===== config.mk =====
export PLATFORM = sky130hd
export DESIGN_NAME = bech32m_address_encoder_top_flat
export DESIGN_NICKNAME = d
export VERILOG_FILES = /design/src/rtl/b32m_pkg.sv /design/src/rtl/b32m_if.sv /design/src/rtl/b32m_ctrl.sv /design/src/rtl/b32m_dp.sv /design/src/rtl/bech32m_address_encoder_top.sv /design/src/flat_wrapper.sv
export SDC_FILE = /design/constraint.sdc
export NUM_CORES = 1
export LEC_CHECK = 0
export BUFFER_PORTS_ARGS = -buffer_cell sky130_fd_sc_hd__buf_2
export CORE_ASPECT_RATIO = 1.25
export CORE_MARGIN = 8
export CORE_UTILIZATION = 50
export DETAILED_ROUTE_END_ITERATION = 10
export PLACE_DENSITY = 0.69
export SYNTH_ARGS = -nofsm -noshare
export SYNTH_HDL_FRONTEND = slang
export SYNTH_SLANG_ARGS = --single-unit

===== constraint.sdc =====
create_clock -name clock -period 8.7 [get_ports clock]
set_clock_uncertainty 0.05 [all_clocks]
set_input_delay 0.87 -clock clock [delete_from_list [all_inputs] [get_ports clock]]
set_output_delay 0.87 -clock clock [all_outputs]
set_load 0.02 [all_outputs]

===== src/rtl/b32m_pkg.sv =====
// b32m_pkg: shared types, codes and constants of the bech32/bech32m address encoder
// no dependencies; imported by b32m_ctrl, b32m_dp and the top level
package b32m_pkg;

   typedef enum logic [1:0] {
      REQ_PREFIX  = 2'd0,
      REQ_VERSION = 2'd1,
      REQ_BYTE    = 2'd2,
      REQ_FINISH  = 2'd3
   } req_kind_type;

   typedef enum logic [2:0] {
      ERR_NONE         = 3'd0,
      ERR_PREFIX_LONG  = 3'd1,
      ERR_NO_PROGRAM   = 3'd2,
      ERR_ORDER        = 3'd3,
      ERR_PROGRAM_LONG = 3'd4
   } err_type;

   typedef enum logic [2:0] {
      OUT_PREFIX = 3'd0,
      OUT_ONE    = 3'd1,
      OUT_SYMBOL = 3'd2,
      OUT_CSUM   = 3'd3,
      OUT_ERROR  = 3'd4
   } out_sel_type;

   typedef enum logic [1:0] {
      GRP_VERSION = 2'd0,
      GRP_FIRST   = 2'd1,
      GRP_SECOND  = 2'd2,
      GRP_PAD     = 2'd3
   } grp_sel_type;

   typedef enum logic [1:0] {
      MIX_ZERO  = 2'd0,
      MIX_HIGH  = 2'd1,
      MIX_MEM   = 2'd2,
      MIX_GROUP = 2'd3
   } mix_sel_type;

   typedef struct packed {
      logic        capture;
      logic        emit;
      out_sel_type out_sel;
      grp_sel_type grp_sel;
      logic        out_last;
      err_type     err;
      logic        mix;
      mix_sel_type mix_sel;
      logic        prefix_store;
      logic        byte_update;
      logic        replay_start;
      logic        replay_next;
      logic        version_set;
      logic        csum_xor;
      logic [2:0]  csum_idx;
      logic        clear;
   } b32m_cmd_type;

   typedef struct packed {
      req_kind_type kind;
      logic         phase_prog;
      logic         prefix_full;
      logic         program_full;
      logic         program_none;
      logic         rc_nonzero;
      logic         rc_two;
      logic         replay_done;
      logic         out_free;
   } b32m_sts_type;

   localparam int          CSUM_LEN  = 6;
   localparam logic [29:0] CSUM_INIT = 30'd1;
   localparam logic [29:0] CONST_V0  = 30'd1;
   localparam logic [29:0] CONST_VN  = 30'h2bc830a3;
   localparam logic [6:0]  CHAR_ONE  = 7'h31;

   localparam logic [29:0] GEN [5] = '{
      30'h3b6a57b2, 30'h26508e6d, 30'h1ea119fa, 30'h3d4233dd, 30'h2a1462b3
   };

   // qpzry9x8gf2tvdw0s3jn54khce6mua7l
   localparam logic [6:0] ALPHABET [32] = '{
      7'd113, 7'd112, 7'd122, 7'd114, 7'd121, 7'd57,  7'd120, 7'd56,
      7'd103, 7'd102, 7'd50,  7'd116, 7'd118, 7'd100, 7'd119, 7'd48,
      7'd115, 7'd51,  7'd106, 7'd110, 7'd53,  7'd52,  7'd107, 7'd104,
      7'd99,  7'd101, 7'd54,  7'd109, 7'd117, 7'd97,  7'd55,  7'd108
   };

   function automatic logic [29:0] b32m_mix(input logic [29:0] c, input logic [4:0] v);
      logic [29:0] r;
      logic [4:0]  top;
      top = c[29:25];
      r   = {c[24:0], v};
      for (int i = 0; i < 5; i++) begin
         if (top[i]) begin
            r = r ^ GEN[i];
         end
      end
      return r;
   endfunction

endpackage


===== src/rtl/b32m_if.sv =====
// b32m_req_if, b32m_rsp_if: valid/ready channels of the address encoder
// no dependencies
interface b32m_req_if;
   logic       valid;
   logic       ready;
   logic [1:0] req_type;
   logic [6:0] prefix_char;
   logic [4:0] seg_version;
   logic [7:0] program_byte;

   modport source (output valid, req_type, prefix_char, seg_version, program_byte,
                   input ready);
   modport sink (input valid, req_type, prefix_char, seg_version, program_byte,
                 output ready);
endinterface

interface b32m_rsp_if;
   logic       valid;
   logic       ready;
   logic [6:0] out_char;
   logic       last;
   logic [2:0] error;

   modport source (output valid, out_char, last, error, input ready);
   modport sink (input valid, out_char, last, error, output ready);
endinterface


===== src/rtl/b32m_ctrl.sv =====
// b32m_ctrl: sequencing state machine of the address encoder
// depends on b32m_pkg; drives b32m_dp through b32m_cmd_type
module b32m_ctrl
   import b32m_pkg::*;
(
   input  logic         clock,
   input  logic         reset,
   input  logic         req_valid,
   output logic         req_ready,
   input  b32m_sts_type sts,
   output b32m_cmd_type cmd
);

   typedef enum logic [6:0] {
      S_IDLE     = 7'b0000001,
      S_DISPATCH = 7'b0000010,
      S_REPLAY   = 7'b0000100,
      S_BYTE2    = 7'b0001000,
      S_ZERO     = 7'b0010000,
      S_FINAL    = 7'b0100000,
      S_CSUM     = 7'b1000000
   } state_type;

   localparam logic [2:0] STEP_LAST = 3'(CSUM_LEN - 1);

   state_type  state_ff, state_in;
   logic [2:0] step_ff, step_in;
   err_type    err;

   // request checks against the current phase and counts
   always_comb begin
      err = ERR_NONE;
      unique case (sts.kind)
         REQ_PREFIX: begin
            if (sts.phase_prog) err = ERR_ORDER;
            else if (sts.prefix_full) err = ERR_PREFIX_LONG;
         end
         REQ_VERSION: begin
            if (sts.phase_prog) err = ERR_ORDER;
         end
         REQ_BYTE: begin
            if (!sts.phase_prog) err = ERR_ORDER;
            else if (sts.program_full) err = ERR_PROGRAM_LONG;
         end
         REQ_FINISH: begin
            if (!sts.phase_prog) err = ERR_ORDER;
            else if (sts.program_none) err = ERR_NO_PROGRAM;
         end
         default: err = ERR_NONE;
      endcase
   end

   always_comb begin
      cmd       = '0;
      state_in  = state_ff;
      step_in   = step_ff;
      req_ready = (state_ff == S_IDLE);
      unique case (state_ff)
         S_IDLE: begin
            if (req_valid) begin
               cmd.capture = 1'b1;
               state_in    = S_DISPATCH;
            end
         end
         S_DISPATCH: begin
            if (err != ERR_NONE) begin
               if (sts.out_free) begin
                  cmd.emit     = 1'b1;
                  cmd.out_sel  = OUT_ERROR;
                  cmd.out_last = 1'b1;
                  cmd.err      = err;
                  cmd.clear    = 1'b1;
                  state_in     = S_IDLE;
               end
            end else begin
               unique case (sts.kind)
                  REQ_PREFIX: begin
                     if (sts.out_free) begin
                        cmd.emit         = 1'b1;
                        cmd.out_sel      = OUT_PREFIX;
                        cmd.mix          = 1'b1;
                        cmd.mix_sel      = MIX_HIGH;
                        cmd.prefix_store = 1'b1;
                        state_in         = S_IDLE;
                     end
                  end
                  REQ_VERSION: begin
                     if (sts.out_free) begin
                        cmd.emit         = 1'b1;
                        cmd.out_sel      = OUT_ONE;
                        cmd.mix          = 1'b1;
                        cmd.mix_sel      = MIX_ZERO;
                        cmd.replay_start = 1'b1;
                        state_in         = S_REPLAY;
                     end
                  end
                  REQ_BYTE: begin
                     if (sts.out_free) begin
                        cmd.emit    = 1'b1;
                        cmd.out_sel = OUT_SYMBOL;
                        cmd.grp_sel = GRP_FIRST;
                        cmd.mix     = 1'b1;
                        cmd.mix_sel = MIX_GROUP;
                        if (sts.rc_two) begin
                           state_in = S_BYTE2;
                        end else begin
                           cmd.byte_update = 1'b1;
                           state_in        = S_IDLE;
                        end
                     end
                  end
                  REQ_FINISH: begin
                     step_in = '0;
                     if (!sts.rc_nonzero) begin
                        state_in = S_ZERO;
                     end else if (sts.out_free) begin
                        cmd.emit    = 1'b1;
                        cmd.out_sel = OUT_SYMBOL;
                        cmd.grp_sel = GRP_PAD;
                        cmd.mix     = 1'b1;
                        cmd.mix_sel = MIX_GROUP;
                        state_in    = S_ZERO;
                     end
                  end
                  default: state_in = S_IDLE;
               endcase
            end
         end
         S_REPLAY: begin
            if (!sts.replay_done) begin
               cmd.mix         = 1'b1;
               cmd.mix_sel     = MIX_MEM;
               cmd.replay_next = 1'b1;
            end else if (sts.out_free) begin
               cmd.emit        = 1'b1;
               cmd.out_sel     = OUT_SYMBOL;
               cmd.grp_sel     = GRP_VERSION;
               cmd.mix         = 1'b1;
               cmd.mix_sel     = MIX_GROUP;
               cmd.version_set = 1'b1;
               state_in        = S_IDLE;
            end
         end
         S_BYTE2: begin
            if (sts.out_free) begin
               cmd.emit        = 1'b1;
               cmd.out_sel     = OUT_SYMBOL;
               cmd.grp_sel     = GRP_SECOND;
               cmd.mix         = 1'b1;
               cmd.mix_sel     = MIX_GROUP;
               cmd.byte_update = 1'b1;
               state_in        = S_IDLE;
            end
         end
         S_ZERO: begin
            cmd.mix     = 1'b1;
            cmd.mix_sel = MIX_ZERO;
            step_in     = step_ff + 3'd1;
            if (step_ff == STEP_LAST) begin
               state_in = S_FINAL;
            end
         end
         S_FINAL: begin
            cmd.csum_xor = 1'b1;
            step_in      = '0;
            state_in     = S_CSUM;
         end
         S_CSUM: begin
            cmd.csum_idx = step_ff;
            if (sts.out_free) begin
               cmd.emit     = 1'b1;
               cmd.out_sel  = OUT_CSUM;
               cmd.out_last = (step_ff == STEP_LAST);
               step_in      = step_ff + 3'd1;
               if (step_ff == STEP_LAST) begin
                  cmd.clear = 1'b1;
                  state_in  = S_IDLE;
               end
            end
         end
         default: state_in = S_IDLE;
      endcase
   end

   always_ff @(posedge clock) begin
      if (reset) begin
         state_ff <= S_IDLE;
         step_ff  <= '0;
      end else begin
         state_ff <= state_in;
         step_ff  <= step_in;
      end
   end

endmodule


===== src/rtl/b32m_dp.sv =====
// b32m_dp: checksum, prefix store, bit regrouping and result register
// depends on b32m_pkg and b32m_rsp_if; controlled by b32m_ctrl
module b32m_dp
   import b32m_pkg::*;
#(
   parameter int MAX_PREFIX  = 83,
   parameter int MAX_PROGRAM = 40
) (
   input  logic              clock,
   input  logic              reset,
   input  logic [1:0]        req_type,
   input  logic [6:0]        prefix_char,
   input  logic [4:0]        seg_version,
   input  logic [7:0]        program_byte,
   b32m_rsp_if.source        rsp,
   input  b32m_cmd_type      cmd,
   output b32m_sts_type      sts
);

   localparam int PW = $clog2(MAX_PREFIX + 1);
   localparam int AW = (MAX_PREFIX > 1) ? $clog2(MAX_PREFIX) : 1;
   localparam int GW = $clog2(MAX_PROGRAM + 1);

   // captured request
   req_kind_type kind_ff;
   logic [6:0]   char_ff;
   logic [4:0]   ver_ff;
   logic [7:0]   byte_ff;

   logic [29:0]   checksum_ff, checksum_in;
   logic [PW-1:0] prefix_count_ff, prefix_count_in;
   logic [PW-1:0] rd_idx_ff, rd_idx_in;
   logic [3:0]    residue_ff, residue_in;
   logic [2:0]    rc_ff, rc_in;
   logic          phase_ff, phase_in;
   logic          vzero_ff, vzero_in;
   logic [GW-1:0] program_count_ff, program_count_in;

   logic [4:0] mem [MAX_PREFIX];
   logic [4:0] mem_q_ff;

   logic       rsp_valid_ff, rsp_valid_in;
   logic [6:0] out_char_ff, out_char_in;
   logic       last_ff;
   err_type    err_ff;

   logic [11:0] acc;
   logic [3:0]  sh_first;
   logic [2:0]  sh_second;
   logic [2:0]  rc_next;
   logic [3:0]  mask;
   logic [4:0]  g_first, g_second, g_pad, group, mix_val, csum_grp;
   logic        out_free;

   assign acc       = {residue_ff, byte_ff};
   assign sh_first  = {1'b0, rc_ff} + 4'd3;
   assign sh_second = rc_ff - 3'd2;
   assign g_first   = 5'(acc >> sh_first);
   assign g_second  = 5'(acc >> sh_second);
   assign g_pad     = 5'({1'b0, residue_ff} << (3'd5 - rc_ff));
   assign rc_next   = (rc_ff >= 3'd2) ? (rc_ff - 3'd2) : (rc_ff + 3'd3);
   assign mask      = 4'((5'd1 << rc_next) - 5'd1);

   always_comb begin
      unique case (cmd.grp_sel)
         GRP_VERSION: group = ver_ff;
         GRP_FIRST:   group = g_first;
         GRP_SECOND:  group = g_second;
         GRP_PAD:     group = g_pad;
         default:     group = '0;
      endcase
   end

   always_comb begin
      unique case (cmd.mix_sel)
         MIX_ZERO:  mix_val = '0;
         MIX_HIGH:  mix_val = {3'b000, char_ff[6:5]};
         MIX_MEM:   mix_val = mem_q_ff;
         MIX_GROUP: mix_val = group;
         default:   mix_val = '0;
      endcase
   end

   always_comb begin
      unique case (cmd.csum_idx)
         3'd0:    csum_grp = checksum_ff[29:25];
         3'd1:    csum_grp = checksum_ff[24:20];
         3'd2:    csum_grp = checksum_ff[19:15];
         3'd3:    csum_grp = checksum_ff[14:10];
         3'd4:    csum_grp = checksum_ff[9:5];
         3'd5:    csum_grp = checksum_ff[4:0];
         default: csum_grp = '0;
      endcase
   end

   always_comb begin
      unique case (cmd.out_sel)
         OUT_PREFIX: out_char_in = char_ff;
         OUT_ONE:    out_char_in = CHAR_ONE;
         OUT_SYMBOL: out_char_in = ALPHABET[group];
         OUT_CSUM:   out_char_in = ALPHABET[csum_grp];
         OUT_ERROR:  out_char_in = '0;
         default:    out_char_in = '0;
      endcase
   end

   always_comb begin
      checksum_in      = checksum_ff;
      prefix_count_in  = prefix_count_ff;
      residue_in       = residue_ff;
      rc_in            = rc_ff;
      phase_in         = phase_ff;
      vzero_in         = vzero_ff;
      program_count_in = program_count_ff;
      priority if (cmd.clear) begin
         checksum_in      = CSUM_INIT;
         prefix_count_in  = '0;
         residue_in       = '0;
         rc_in            = '0;
         phase_in         = 1'b0;
         vzero_in         = 1'b0;
         program_count_in = '0;
      end else begin
         if (cmd.csum_xor) begin
            checksum_in = checksum_ff ^ (vzero_ff ? CONST_V0 : CONST_VN);
         end else if (cmd.mix) begin
            checksum_in = b32m_mix(checksum_ff, mix_val);
         end
         if (cmd.prefix_store) begin
            prefix_count_in = prefix_count_ff + PW'(1);
         end
         if (cmd.byte_update) begin
            residue_in       = acc[3:0] & mask;
            rc_in            = rc_next;
            program_count_in = program_count_ff + GW'(1);
         end
         if (cmd.version_set) begin
            phase_in = 1'b1;
            vzero_in = (ver_ff == 5'd0);
         end
      end
   end

   always_comb begin
      priority if (cmd.replay_start) rd_idx_in = '0;
      else if (cmd.replay_next) rd_idx_in = rd_idx_ff + PW'(1);
      else rd_idx_in = rd_idx_ff;
   end

   assign out_free     = !rsp_valid_ff || rsp.ready;
   assign rsp_valid_in = cmd.emit || (rsp_valid_ff && !rsp.ready);

   always_ff @(posedge clock) begin
      if (reset) begin
         checksum_ff      <= CSUM_INIT;
         prefix_count_ff  <= '0;
         rd_idx_ff        <= '0;
         residue_ff       <= '0;
         rc_ff            <= '0;
         phase_ff         <= 1'b0;
         vzero_ff         <= 1'b0;
         program_count_ff <= '0;
         rsp_valid_ff     <= 1'b0;
      end else begin
         checksum_ff      <= checksum_in;
         prefix_count_ff  <= prefix_count_in;
         rd_idx_ff        <= rd_idx_in;
         residue_ff       <= residue_in;
         rc_ff            <= rc_in;
         phase_ff         <= phase_in;
         vzero_ff         <= vzero_in;
         program_count_ff <= program_count_in;
         rsp_valid_ff     <= rsp_valid_in;
      end
   end

   always_ff @(posedge clock) begin
      if (cmd.capture) begin
         kind_ff <= req_kind_type'(req_type);
         char_ff <= prefix_char;
         ver_ff  <= seg_version;
         byte_ff <= program_byte;
      end
      if (cmd.emit) begin
         out_char_ff <= out_char_in;
         last_ff     <= cmd.out_last;
         err_ff      <= cmd.err;
      end
   end

   // prefix low bits, replayed when the version arrives
   always_ff @(posedge clock) begin
      if (cmd.prefix_store) begin
         mem[prefix_count_ff[AW-1:0]] <= char_ff[4:0];
      end
      mem_q_ff <= mem[rd_idx_in[AW-1:0]];
   end

   assign rsp.valid    = rsp_valid_ff;
   assign rsp.out_char = out_char_ff;
   assign rsp.last     = last_ff;
   assign rsp.error    = err_ff;

   assign sts.kind         = kind_ff;
   assign sts.phase_prog   = phase_ff;
   assign sts.prefix_full  = (prefix_count_ff == PW'(MAX_PREFIX));
   assign sts.program_full = (program_count_ff == GW'(MAX_PROGRAM));
   assign sts.program_none = (program_count_ff == '0);
   assign sts.rc_nonzero   = (rc_ff != 3'd0);
   assign sts.rc_two       = (rc_ff >= 3'd2);
   assign sts.replay_done  = (rd_idx_ff == prefix_count_ff);
   assign sts.out_free     = out_free;

endmodule


===== src/rtl/bech32m_address_encoder_top.sv =====
// each request takes longer while a result waits on rsp.ready
// throughput: one request at a time; the version request walks the prefix store one entry
// a cycle and finish runs six serial checksum steps before its six characters
// reset: synchronous, active high; clears checksum, counts and phase, not the prefix store
// depends on b32m_pkg, b32m_if, b32m_ctrl and b32m_dp
module bech32m_address_encoder_top
   import b32m_pkg::*;
#(
   parameter int MAX_PREFIX  = 83,
   parameter int MAX_PROGRAM = 40
) (
   input logic        clock,
   input logic        reset,
   b32m_req_if.sink   req,
   b32m_rsp_if.source rsp
);

   b32m_cmd_type cmd;
   b32m_sts_type sts;
   logic         req_ready;

   assign req.ready = req_ready;

   b32m_ctrl u_ctrl (
      .clock     (clock),
      .reset     (reset),
      .req_valid (req.valid),
      .req_ready (req_ready),
      .sts       (sts),
      .cmd       (cmd)
   );

   b32m_dp #(
      .MAX_PREFIX  (MAX_PREFIX),
      .MAX_PROGRAM (MAX_PROGRAM)
   ) u_dp (
      .clock        (clock),
      .reset        (reset),
      .req_type     (req.req_type),
      .prefix_char  (req.prefix_char),
      .seg_version  (req.seg_version),
      .program_byte (req.program_byte),
      .rsp          (rsp),
      .cmd          (cmd),
      .sts          (sts)
   );

`ifndef SYNTH
   a_emit_free: assert property (@(posedge clock) disable iff (reset)
      cmd.emit |-> sts.out_free)
      else $error("result register overwritten");

   a_error_last: assert property (@(posedge clock) disable iff (reset)
      (rsp.valid && (rsp.error != ERR_NONE)) |-> (rsp.last && (rsp.out_char == 7'd0)))
      else $error("error result without last or with a character");

   a_one_request: assert property (@(posedge clock) disable iff (reset)
      (req.valid && req.ready) |=> !req.ready)
      else $error("request taken while one is in progress");
`endif

endmodule


===== src/flat_wrapper.sv =====
// flat-port wrapper written by rule: the top's interface ports become plain ports
module bech32m_address_encoder_top_flat import b32m_pkg::*;
#(
   parameter int MAX_PREFIX  = 83,
   parameter int MAX_PROGRAM = 40
)
  (clock, reset, req_valid, req_req_type, req_prefix_char, req_seg_version, req_program_byte, req_ready, rsp_valid, rsp_out_char, rsp_last, rsp_error, rsp_ready);
  b32m_req_if req_i ();
  b32m_rsp_if rsp_i ();
  input logic clock;
  input logic reset;
  input wire logic [$bits(req_i.valid)-1:0] req_valid;
  input wire logic [$bits(req_i.req_type)-1:0] req_req_type;
  input wire logic [$bits(req_i.prefix_char)-1:0] req_prefix_char;
  input wire logic [$bits(req_i.seg_version)-1:0] req_seg_version;
  input wire logic [$bits(req_i.program_byte)-1:0] req_program_byte;
  output wire logic [$bits(req_i.ready)-1:0] req_ready;
  output wire logic [$bits(rsp_i.valid)-1:0] rsp_valid;
  output wire logic [$bits(rsp_i.out_char)-1:0] rsp_out_char;
  output wire logic [$bits(rsp_i.last)-1:0] rsp_last;
  output wire logic [$bits(rsp_i.error)-1:0] rsp_error;
  input wire logic [$bits(rsp_i.ready)-1:0] rsp_ready;
  assign req_i.valid = req_valid;
  assign req_i.req_type = req_req_type;
  assign req_i.prefix_char = req_prefix_char;
  assign req_i.seg_version = req_seg_version;
  assign req_i.program_byte = req_program_byte;
  assign req_ready = req_i.ready;
  assign rsp_valid = rsp_i.valid;
  assign rsp_out_char = rsp_i.out_char;
  assign rsp_last = rsp_i.last;
  assign rsp_error = rsp_i.error;
  assign rsp_i.ready = rsp_ready;
  bech32m_address_encoder_top #(.MAX_PREFIX(MAX_PREFIX), .MAX_PROGRAM(MAX_PROGRAM)) u_core (.clock(clock), .reset(reset), .req(req_i), .rsp(rsp_i));
endmodule

==> metrics, run 1 <==
clock power share=around two fifths; Core ar.=approximately 48000 sq um; Setup crit start kind=flop; critical path class=reg -> reg; Clock Sinks=523; post-synthesis register bit count=about 520; syn_area_per_cell=approximately 12 sq um; met1 WL=24.5 mm; commonest non-fill, non-tap cells in the layout=edfxtp_1 (448), nand2_1 (317), nor2_1 (253), nand3_1 (102), a21oi_1 (100); Rows=90; Synth area leaders=edfxtp_1 (56%), dfxtp_1 (6.2%), nand2_1 (4.9%); CTS tree=done; Yosys top cell area share=between 50% and 60%; DRC errors left=0; Initial DRT Pass Iterations=6; Unique masters post-synth=96; Final Hold Violating Endpoints=0; n_diodes=0; switch share=22.2%; via count=17.1k; outcome=finished clean; peak supply drop=roughly 0.13 mV; Leak=0.00866 uW; starting density of the core=50.2%; sequential power share=53.6%; ys flop type=edfxtp_1; Clock Path Buffers=3; nets=2097; clock latency on the worst-skew pair=approximately 600 ps; CTS buffer count=50; internal power=4110 uW; CP Data Arrival Time=4980 ps; share of cells above drive strength 1=under 10%; met3 wire length=5.07 mm; fmax=213 MHz; Placed Cells incl. Taps=2651; Pwr per Cell Area=200 nW/um^2; Mapped Area=24100 sq um; setup TNS=0 ps; Total GRT Usage=between 20% and 30%; GP Congestion=0.983; Critical Path Max Stage Delay=890 ps; gr ovfl total=0; critical path fanouts, max=23; CTS H-tree lvls=2; endpoints failing setup=0; Util after Layout=54.9%; max layer used=met4; crit path time final=around 4700 ps; Worst path slowest cell=dfxtp_1; endpoint type of the worst setup path=flop; vias per inst=~6.2; number of global-route vias before repair=17.0k; die width=212 microns; Ports=39; r2r worst-path depth=11; Buffers on Ports=38; Final ANT Viol Nets=0; Post-synth EDFFs=between 400 and 500; worst hold path stage count=1; Mapped Nets=2117; DP HPWL=around 42 mm; post-route clock period utilization=a little over half; Syn Inst Count=between 2k and 2.5k; Slew @ Worst Pin=1120 ps; max-cap viol count=0; final non-filler cell total=roughly 2.7k; crit path buf inv count=1; # resized after CTS=0; Worst Hold Slack=398 ps; Ys Warns=0; crit-path cells=clkinv_1 > ha_1 > mux4_2 > nand2_1 > a21oi_1 > o32a_1 > and2_1 > o21ai_0 > o311ai_0 > o21a_1 > a211o_1; initial DRC count=1813; Area Growth Syn to Fin=9.38%; die area=between 50000 and 60000 sq um; wire length per cell=23.9 microns; Post-CTS Setup Inserts=0; largest delay contributor family on the critical path=compound AO/OA/AOI/OAI gates; total routed wirelength=65.5 mm; most common cell after layout, fill and taps aside=edfxtp_1; RSZ-0062 raised after global routing=false; critical path depth=11; hold buffer count at cts=0; CTS Root Cell=clkbuf_16; Worst Hold Class=in -> reg; cell taking the most area after synthesis=edfxtp_1; asr flop ratio synth=0%; Slew HR=25.0%; combinational share of power=5.0%; clk slew on worst S/H paths=70 ps; WP data required=around 9000 ps; sequential cell area fraction in the yosys report=between 60% and 70%; Detail Route met2 WL=between 30 and 40 mm; wire length of the first global-routing pass=100 mm; initial antenna violation count=0; largest net degree at the start of global routing=85; Slew Viols, Final=0; Switching Power=1170 uW; Die Height=261 microns
[metrics by stage]
stage	power [uW]	worst slack [ps]	cell area (sq um)
finish	5280	4010	26300
global placement	3140	4060	24700
CTS	5300	4020	26300
detailed placement	3140	4030	24700
floorplan	3040	4830	24100
global route	5430	3690	26300
[cells in the mapped netlist (7+ instances only)]
| master | n |
|---|---|
| a2111oi_0 | 7 |
| a211o_1 | 7 |
| a211oi_1 | 26 |
| a21o_1 | 7 |
| a21oi_1 | 100 |
| a221oi_1 | 37 |
| a22oi_1 | 20 |
| a31oi_1 | 23 |
| a32oi_1 | 13 |
| and2_1 | 9 |
| and3_1 | 16 |
| buf_1 | 12 |
| buf_2 | 39 |
| clkbuf_1 | 71 |
| dfxtp_1 | 75 |
| edfxtp_1 | 448 |
| ha_1 | 12 |
| inv_1 | 21 |
| mux2_2 | 13 |
| mux2i_1 | 47 |
| mux4_2 | 16 |
| nand2_1 | 317 |
| nand2b_1 | 8 |
| nand3_1 | 102 |
| nand4_1 | 26 |
| nor2_1 | 254 |
| nor2b_1 | 14 |
| nor3_1 | 28 |
| o211ai_1 | 11 |
| o21ai_0 | 41 |
| o22ai_1 | 7 |
| or3_1 | 11 |
| xnor2_1 | 45 |
| xor2_1 | 35 |
[sequential cells by signal, summed over array words and instances, names as in the netlist, 2 cells and up]
register,flops
u_core.u_dp.mem_q_ff,5
u_core.u_dp.rd_idx_ff,7
u_core.u_dp.rsp.out_char,7
u_core.u_dp.program_count_ff,6
u_core.u_dp.rsp.error,3
u_core.u_dp.mem,415
u_core.u_dp.byte_ff,8
u_core.u_dp.char_ff,7
u_core.u_dp.prefix_count_ff,7
u_core.u_dp.kind_ff,2
u_core.u_dp.rc_ff,3
u_core.u_dp.ver_ff,5
u_core.u_dp.residue_ff,4
u_core.u_dp.checksum_ff,30
u_core.u_ctrl.state_ff,7
u_core.u_ctrl.step_ff,3
[power groups by stage]
stage / sequential (uW) / clock, uW / combinational, uW
after floorplan: 2910 / 0 / 129
after global routing: 2830 / 2310 / 283
final: 2830 / 2190 / 262
after CTS: 2830 / 2210 / 259
after global placement: 2880 / 0 / 255
after detailed placement: 2880 / 0 / 258
[cells by family (layout without fill, tap and decap cells)]
kind of cell / after synthesis / count (layout) / synth area share (%)
and+or+nand+nor: 841 / 841 / 15.7
buffers and inverters: 156 / 173 / 2.91
DFF: 523 / 523 / 62.1
muxes: 76 / 76 / 4.06
adders and majority gates: 12 / 12 / 0.623
xor gates and xnor gates: 80 / 80 / 2.91
AOI/OAI and AO/OA: 391 / 391 / 11.7
[worst paths after layout]
check | endpoint | from | slack (ps)
setup / recovery | u_core.u_dp.rsp.out_char[0]$_DFFE_PP_ | u_core.u_dp.rc_ff[1]$_SDFFE_PP0P_ | 4010
hold / removal | u_core.u_dp.char_ff[5]$_DFFE_PP_ | req_prefix_char[5] | 400
setup reg to reg | u_core.u_dp.rsp.out_char[0]$_DFFE_PP_ | u_core.u_dp.rc_ff[1]$_SDFFE_PP0P_ | 4010
hold reg to reg | u_core.u_dp.program_count_ff[1]$_SDFFE_PP0P_ | u_core.u_dp.program_count_ff[1]$_SDFFE_PP0P_ | 450
[layout make-up]
class / count / area [sq um]
clock buffer: 67 / 1430
sequential: 523 / 15000
inverter: 22 / 82.6
fill: 4075 / 21600
tap: 644 / 806
clock inverter: 22 / 223
multi-input combinational: 1400 / 8480
timing repair buffer: 62 / 370
[routing by layer]
metal / GRT usage, % / up-vias
met3: 3.64 / 196
met2: 41.2 / 833
li1: - / 7689
met4: 11.7 / 0
met5: 0 / -
met1: 27.6 / 8399
Power figures use the tool's default switching activity.
==> inputs of run 2 (changes only) <==
==> constraint.sdc (replaced) <==
create_clock -name clock -period 4.34 [get_ports clock]
set_clock_uncertainty 0.05 [all_clocks]
set_input_delay 0.434 -clock clock [delete_from_list [all_inputs] [get_ports clock]]
set_output_delay 0.434 -clock clock [all_outputs]
set_load 0.02 [all_outputs]
==> run 2 against run 1 <==
First-iteration DRC count decreased by 2.5%. Critical path type unchanged. Sequential cell count is the same. Largest power group unchanged. Critical endpoint is now u_core.u_dp.mem_q_ff[1]$_DFF_P_. Via count up 1.6%. Largest cell class unchanged.
==> metrics, run 2 (same netlist as run 1, synthesis figures left out) <==
clk slew on worst S/H paths=approximately 60 ps; worst hold path stage count=2; Pwr per Cell Area=around 390 nW/um^2; CP Data Arrival Time=between 4000 and 5000 ps; CTS buffer count=50; Clock Path Buffers=3; Initial DRT Pass Iterations=6; gr ovfl total=0; Total GRT Usage=a little under a quarter; Leak=0.00902 uW; fin area=27000 sq um; endpoints failing setup=0; Setup crit start kind=flop; Rows=90; total routed wirelength=66.1 mm; max FFs per register=415; post-route clock period utilization=a little over nine tenths; setup TNS=0 ps; peak supply drop=0.295 mV; WP data required=4750 ps; Worst path slowest cell=and4_1; Final Hold Violating Endpoints=0; Worst Hold Class=in -> reg; RSZ-0062 raised after global routing=false; largest delay contributor family on the critical path=compound AO/OA/AOI/OAI gates; total power=10500 uW; largest net degree at the start of global routing=between 80 and 90; vias per inst=between 6 and 7; max-cap viol count=0; crit-path cells=xnor2_1 > and4_1 > a21oi_4 > o21ai_4 > buf_12 > o21ai_1 > a22o_1 > o41ai_1 > nor4_1 > a211oi_1 > o2111ai_1; wire length per cell=23.4 microns; via count=17.4k; Ports=39; n_diodes=0; wire length of the first global-routing pass=roughly 100 mm; r2r worst-path depth=11; Core ar.=around 48000 sq um; Final ANT Viol Nets=0; DP HPWL=43.3 mm; starting density of the core=50.2%; nets=~2.2k; Cell Area, Placed=25100 sq um; Slew HR=27.1%; crit path time final=about 4200 ps; crit path buf inv count=1; GP Congestion=0.909; number of global-route vias before repair=17.0k; DRC errors left=0; Buffers on Ports=38; fmax=240 MHz; Area Growth Syn to Fin=12.1%; critical path fanouts, max=28; initial DRC count=~1.8k; Worst Hold Slack=188 ps; Critical Path Max Stage Delay=610 ps; most common cell after layout, fill and taps aside=edfxtp_1; die width=~210 microns; Util after Layout=between 50% and 60%; die area=55500 sq um; Slew Viols, Final=0; CTS tree=done; CTS Root Cell=clkbuf_16; commonest non-fill, non-tap cells in the layout=edfxtp_1 (448), nand2_1 (317), nor2_1 (253), nand3_1 (102), a21oi_1 (100); critical path depth=11; Clock Sinks=523; Slew @ Worst Pin=approximately 1100 ps; Die Height=261 microns; critical path class=reg -> reg; initial antenna violation count=0; outcome=finished clean; CTS H-tree lvls=2; endpoint type of the worst setup path=flop; clock latency on the worst-skew pair=around 620 ps; share of cells above drive strength 1=11.9%
run 2: cell count changes in the layout (fill, tap and decap cells not counted), moves of 2 or more:
cell / before / now
buf_4: 24 / 73
dlygate4sd3_1: 0 / 22
clkbuf_1: 7 / 15
buf_12: 0 / 5
clkbuf_8: 9 / 4
clkinv_1: 3 / 6
clkinvlp_4: 4 / 2
run 2: area by class of cell:
cell class	instances	area (sq um)
multi-input combinational	1401	8510
clock inverter	24	214
sequential	523	15000
tap	644	806
fill	3948	21000
clock buffer	69	1360
inverter	22	82.6
timing repair buffer	138	1060
run 2: worst register-to-register path, delay by kind of cell, from the launching register on:
kind / cells / cell delay (ps)
flops: 1 / 550
buf+inv: 1 / 270
compound gates: 7 / 2240
simple gates: 2 / 710
xor+xnor: 1 / 190
run 2: worst paths after layout:
path                                                                    from  slack [ps]                                      endpoint
worst min-delay path                                                   reset         190           u_core.u_dp.rd_idx_ff[4]$_SDFF_PP0_
worst max-delay path             u_core.u_dp.prefix_count_ff[5]$_SDFFE_PP0P_         180               u_core.u_dp.mem_q_ff[1]$_DFF_P_
worst min register to register  u_core.u_dp.program_count_ff[1]$_SDFFE_PP0P_         450  u_core.u_dp.program_count_ff[1]$_SDFFE_PP0P_
worst max register to register   u_core.u_dp.prefix_count_ff[5]$_SDFFE_PP0P_         180               u_core.u_dp.mem_q_ff[1]$_DFF_P_
run 2: where the power goes:
part	total, uW	internal, uW	switching (uW)
registers	5670	5620	47.5
logic	554	148	406
clock network	4240	2340	1900
run 2: metal layers:
layer  wire [microns]  global-route usage (%)  up-vias
met4             2950                    10.5        0
met5                0                       0        -
li1                 -                       -     7880
met3             4840                    4.00      171
met2            33700                    41.8      778
met1            24600                    27.7     8562
run 2: stage by stage:
step,worst slack [ps],instances
floorplan,468,2079
global placement,214,2703
detailed placement,128,2703
CTS,108,2818
global route,5.82,2821
finish,177,2821
run 2: repair_timing:
action | 4_1_cts | 5_1_grt
hold endpoints to repair | 22 | 0
hold buffers | 22 | 0
setup buffers | 0 | 2
endpoints found under the setup margin | 0 | 3
gates resized for setup | 0 | 4
